==> config.mk <==
export PLATFORM = sky130hd
export DESIGN_NAME = rme_sqrt
export DESIGN_NICKNAME = d
export VERILOG_FILES = /design/src/rtl/core/rotation_matrix_to_euler_angles_defines.svh /design/src/rtl/core/rme_pkg.sv /design/src/rtl/core/rme_sqrt.sv
export SDC_FILE = /design/constraint.sdc
export NUM_CORES = 2
export LEC_CHECK = 0
export BUFFER_PORTS_ARGS = -buffer_cell sky130_fd_sc_hd__buf_2
export CAP_MARGIN = 40
export CORE_ASPECT_RATIO = 1.5
export CORE_MARGIN = 1
export CORE_UTILIZATION = 51
export CTS_BUF_LIST = sky130_fd_sc_hd__clkbuf_16
export DETAILED_ROUTE_END_ITERATION = 8
export PLACE_DENSITY = 0.67
export SLEW_MARGIN = 20
export SYNTH_ARGS = -nofsm -noshare
export SYNTH_HDL_FRONTEND = slang
export SYNTH_SLANG_ARGS = --single-unit
==> constraint.sdc <==
create_clock -name clk -period 7.25 [get_ports clk]
set_input_delay 0.3625 -clock clk [delete_from_list [all_inputs] [get_ports clk]]
set_output_delay 0.3625 -clock clk [all_outputs]
set_load 0.01 [all_outputs]
==> src/rtl/core/rotation_matrix_to_euler_angles_defines.svh <==
// Assertion macros shared by the RTL of the Euler angle block
`ifndef ROTATION_MATRIX_TO_EULER_ANGLES_DEFINES_SVH
`define ROTATION_MATRIX_TO_EULER_ANGLES_DEFINES_SVH

// Same-cycle implication, sampled on clk, off during rst
`define RME_ASSERT_IMPL(label, ante, cons) \
  label: assert property (@(posedge clk) disable iff (rst) (ante) |-> (cons)) \
    else $error("rme assertion failed");

// Next-cycle implication, sampled on clk, off during rst
`define RME_ASSERT_NEXT(label, ante, cons) \
  label: assert property (@(posedge clk) disable iff (rst) (ante) |=> (cons)) \
    else $error("rme assertion failed");

`endif

==> src/rtl/core/rme_pkg.sv <==
`timescale 1ns / 1ps
package rme_pkg;

  localparam int ANG_W  = 36;
  localparam int CORD_W = 56;
  localparam int CIN_W  = 30;
  localparam int SQ_N   = 29;
  localparam int SQ_IN_W = 2 * SQ_N;
  localparam int REM_W  = 33;

  localparam logic signed [ANG_W-1:0] PI_Q30      = 36'sd3373259426;
  localparam logic signed [ANG_W-1:0] HALF_PI_Q30 = 36'sd1686629713;
  localparam logic signed [15:0]      PI_Q12      = 16'sd12868;

  localparam logic [1:0] CASE_FIRST   = 2'd0;
  localparam logic [1:0] CASE_SECOND  = 2'd1;
  localparam logic [1:0] CASE_LOCK_LO = 2'd2;
  localparam logic [1:0] CASE_LOCK_HI = 2'd3;

  localparam logic REG_TOLERANCE = 1'b0;

  typedef struct packed {
    logic signed [15:0] r00;
    logic signed [15:0] r01;
    logic signed [15:0] r02;
    logic signed [15:0] r10;
    logic signed [15:0] r21;
    logic signed [15:0] r22;
    logic signed [CIN_W-1:0] sy;
    logic lock_lo;
    logic lock_hi;
  } pay_t;

  typedef struct packed {
    logic lock_lo;
    logic lock_hi;
  } flags_t;

  // arctangent of 2^-i in units of 2^-30 rad, truncated
  function automatic logic [29:0] atan_entry(input logic [4:0] i);
    logic [29:0] r;
    case (i)
      5'd0:  r = 30'd843314856;
      5'd1:  r = 30'd497837829;
      5'd2:  r = 30'd263043836;
      5'd3:  r = 30'd133525158;
      5'd4:  r = 30'd67021686;
      5'd5:  r = 30'd33543515;
      5'd6:  r = 30'd16775850;
      5'd7:  r = 30'd8388437;
      5'd8:  r = 30'd4194282;
      5'd9:  r = 30'd2097149;
      5'd10: r = 30'd1048575;
      5'd11: r = 30'd524287;
      5'd12: r = 30'd262143;
      5'd13: r = 30'd131071;
      5'd14: r = 30'd65535;
      5'd15: r = 30'd32767;
      5'd16: r = 30'd16383;
      5'd17: r = 30'd8191;
      5'd18: r = 30'd4095;
      5'd19: r = 30'd2047;
      5'd20: r = 30'd1023;
      5'd21: r = 30'd511;
      5'd22: r = 30'd255;
      5'd23: r = 30'd127;
      5'd24: r = 30'd63;
      5'd25: r = 30'd31;
      5'd26: r = 30'd15;
      5'd27: r = 30'd7;
      5'd28: r = 30'd3;
      5'd29: r = 30'd1;
      default: r = 30'd0;
    endcase
    return r;
  endfunction

  // round to Q4.12 and saturate
  function automatic logic signed [15:0] sat_q12(input logic signed [ANG_W-1:0] a);
    logic signed [ANG_W-1:0] t;
    logic signed [ANG_W-1:0] q;
    logic signed [15:0] r;
    t = a + 36'sd131072;
    q = t >>> 18;
    if (q > 36'sd32767) begin
      r = 16'sh7fff;
    end else if (q < -36'sd32768) begin
      r = 16'sh8000;
    end else begin
      r = q[15:0];
    end
    return r;
  endfunction

endpackage

==> src/rtl/core/rme_sqrt.sv <==
`timescale 1ns / 1ps
module rme_sqrt
  import rme_pkg::*;
(
  input  logic                clk,
  input  logic                en,
  input  logic [SQ_IN_W-1:0]  v,
  output logic [SQ_N-1:0]     root
);

  logic [REM_W-1:0]   remq  [0:SQ_N-1];
  logic [SQ_N-1:0]    rootq [0:SQ_N-1];
  logic [SQ_IN_W-1:0] vq    [0:SQ_N-1];

  // one root bit per stage, restoring digit recurrence
  for (genvar g = 0; g < SQ_N; g++) begin : g_step
    logic [REM_W-1:0]   rem_in;
    logic [SQ_N-1:0]    root_in;
    logic [SQ_IN_W-1:0] v_in;
    logic [REM_W-1:0]   cur;
    logic [REM_W-1:0]   trial;
    if (g == 0) begin : g_first
      assign rem_in  = '0;
      assign root_in = '0;
      assign v_in    = v;
    end else begin : g_rest
      assign rem_in  = remq[g-1];
      assign root_in = rootq[g-1];
      assign v_in    = vq[g-1];
    end
    assign cur   = {rem_in[REM_W-3:0], v_in[SQ_IN_W-1 -: 2]};
    assign trial = {{(REM_W-SQ_N-2){1'b0}}, root_in, 2'b01};
    always_ff @(posedge clk) begin
      if (en) begin
        vq[g] <= {v_in[SQ_IN_W-3:0], 2'b00};
        if (cur >= trial) begin
          remq[g]  <= cur - trial;
          rootq[g] <= {root_in[SQ_N-2:0], 1'b1};
        end else begin
          remq[g]  <= cur;
          rootq[g] <= {root_in[SQ_N-2:0], 1'b0};
        end
      end
    end
  end

  assign root = rootq[SQ_N-1];

endmodule

==> out/metrics.yaml <==
hold_path:
  hold_path.class: "input port to flop"
finish:
  drive_above_1_share: 0.07062
  final_cell_mix: "edfxtp_1, inv_1, nand2_1, o21ai_0, ha_1"
  fin_area_sq_um: 107200
  nFillCells: 15050
  synthToLayoutAreaGrowth_pct: 11.12
  final_nets: 8250
  layout_commonest_cell: "edfxtp_1"
placed_design:
  dpl_worst_slack_ns: 2.994
  dpl_cell_area_sq_um: 100100
  gp_congestion: 0.9452
  dp_hpwl_um: 159700
  portBuffers: 88
cts:
  h-tree-depth: 4
  cts_tree: "yes"
  clk_latency_ns: 0.86
  root_buffer: "clkbuf_16"
  clockBufferDepth: 4
  clkSlewWorstSetupHoldPaths_ns: 0.06
  cts_made_buffers: 202
  cts_setup_buffers: 0
  cts_sinks: 2072
  cts_hold_buf: 59
  cts_resized: 0
setup_path:
  criticalPathCategory: "flop to flop"
  path_buf_inv: 1
  crit_path_end_kind: "flop"
  crit_top_cell: "or3_1"
  critPathLaunchType: "flop"
  crit_slowest_cell: "or4_1"
  worstPathArrival_ns: 4.81
  cpPeakStageDelay_ns: 0.57
  crit_path_cell_trace: "or4_1 -> or3_1 -> nor3_1 -> nand3b_1 -> or3_1 -> nor2_1 -> inv_1 -> nand3_1 -> nor4_1 -> xor2_1"
  cp.required_ns: 7.84
  path_max_fanout: 14
  crit_family: "simple AND/OR/NAND/NOR gates"
global_route:
  grt_max_degree: 188
  grt_usage: 0.2235
  grt_pass1_wl_um: 326700
  antenna_found_initial: 4
  overflow: 0
  grt_pass1_vias: 58000
sta:
  drv_slew: 0
  worstMarginPinSlew_ns: 1.063
  clock_skew_ns: 0.06796
  hold_violations: 0
  rsz0062_at_grt: "false"
  maxSlewHeadroom: 0.2914
  finalSetupTns_ns: 0
  fin_crit_ns: 4.218
  fmax_ghz: 0.2371
  finalSetupViolCount: 0
  setup_ws_ns: 3.032
  finalCritPeriodShare: 0.5818
synth:
  synth_edf_count: 2071
  synth_top_family_by_area: "simple AND/OR/NAND/NOR gates"
  synth_area_leaders: "edfxtp_1, ha_1, xor2_1"
  muxShareOfSynthArea: 0.005381
  yosysTopAreaCellShare: 0.6445
  synthFlopType: "edfxtp_1"
  synthAdderAreaFrac: 0.06043
  ys_types: 86
  yosys.area_share.simple: 0.1022
  ys_ff_latch: 2072
  synth_area_sq_um: 96490
  synth-xor-area-share: 0.06181
  synth_top_area_cell: "edfxtp_1"
  ys_seq_area_frac: 0.6447
  syn_inst: 7471
  synthArstFlopShare: 0
  synth-compound-area-share: 0.09597
  ys_warn_count: 0
  syn_nets: 7997
  syn_avg_cell_area_sq_um: 12.92
job:
  drv_cap: 0
floorplan:
  row_count: 195
  io_pins: 89
  initial_core_util: 0.5129
  die_w_um: 357.2
  core_sq_um: 188100
  die_h_um: 534.7
  die_area_sq_um: 191000
routing:
  vias: 57940
  drc: 0
  wl_per_cell_um: 20.77
  drt_wl_total_um: 214800
  firstDrtPassIters: 6
  drt_iter0_drc: 3792
  viasPerCell: 5.602
  final_antenna_net_count: 0
power:
  p_leak_nw: 40.73
  power_density_nw_per_um2: 312.4
  ir_drop_mv: 0.2807
status:
  status: "complete, no violations"
==> synthesized netlist by cell type (all sizes together), types with 10 or more instances <==
master	count
o311ai	10
nor3	197
buf	12
o21bai	40
o31a	12
a21oi	363
or3	101
nand3	107
xnor2	320
inv	587
o21ai	473
nand4	75
and3	34
ha	466
clkbuf	152
a21boi	20
a21o	194
o31ai	33
nand3b	31
a31oi	38
nand2b	96
or2	36
nor3b	14
a31o	11
and4	12
nor4b	20
mux2	39
o211ai	38
a211o	19
xor2	361
nand2	570
o21a	82
or4	53
nor2	392
nor4	103
a211oi	37
edfxtp	2071
and2	46
o2111ai	14
a2111oi	13
nor2b	56
==> through the flow <==
| step | util | std cells | hold slack, ns | power, mW |
|---|---|---|---|---|
| after CTS | 0.5696 | 10330 | 0.1434 | 33.78 |
| after global placement | 0.5308 | 9901 | 0.4001 | 23.20 |
| after detailed placement | 0.5321 | 9915 | 0.4045 | 23.34 |
| after global routing | 0.5700 | 10340 | 0.1683 | 35.07 |
| after floorplan | - | 7471 | 0.4003 | 21.02 |
| final | 0.5700 | 10340 | 0.2114 | 33.50 |
==> metal layers <==
metal | up-vias | track usage | routed length [um]
li1 | 28090 | - | -
met1 | 28040 | 0.2184 | 73300
met2 | 1236 | 0.4314 | 118900
met3 | 576 | 0.02549 | 6171
met4 | 0 | 0.1541 | 16410
met5 | - | 0 | 0
==> power by group <==
group	internal (mW)	leakage [nW]	total, mW	switching, mW
registers	15.2	20.0	16.3	1.14
logic	2.83	17.5	6.86	4.03
clock network	5.92	3.27	10.3	4.40
==> kinds of logic (layout without fill, tap and decap cells) <==
kind of cell,after synthesis,in the layout
other,0,8
multiplexers,47,47
AND/OR/NAND/NOR,1969,1969
XOR/XNOR,681,681
adder cells (fa/ha/maj),466,466
AO/OA/AOI/OAI,1483,1483
buffers and inverters,753,1155
flip-flops,2072,2072
==> state kept, by name (all words and copies together) (netlist names) <==
register	cells
remq	825
vq	812
rootq	435
==> worst reg2reg max path: cells and delay by family (launching register included) <==
family | cells | cell delay, ns
xor+xnor | 1 | 0.16
buf+inv | 1 | 0.42
flops | 1 | 0.43
simple gates | 8 | 2.95
==> layout make-up <==
cell class / instances / area [sq um] / share of cell area
flip-flops and latches: 2072 / 62210 / 0.5802
multi-input cells: 4646 / 31500 / 0.2938
clock buffers: 204 / 5105 / 0.04761
well taps: 2462 / 3080 / 0.02873
inverters: 589 / 2211 / 0.02062
repair buffers: 213 / 1743 / 0.01626
clock inverters: 149 / 1356 / 0.01265
diodes: 8 / 20.02 / 0.0001867
==> worst paths after layout <==
kind	startpoint	end	slack [ns]	cells past startpoint
max	remq[0][247]$_DFFE_PP_	remq[0][292]$_DFFE_PP_	3.03	10
min	v[36]	vq[0][36]$_DFFE_PP_	0.21	2
max reg2reg	remq[0][247]$_DFFE_PP_	remq[0][292]$_DFFE_PP_	3.03	10
min reg2reg	vq[1][48]$_DFFE_PP_	vq[1][106]$_DFFE_PP_	0.38	0
No activity file was read; power rests on OpenSTA's default activity.
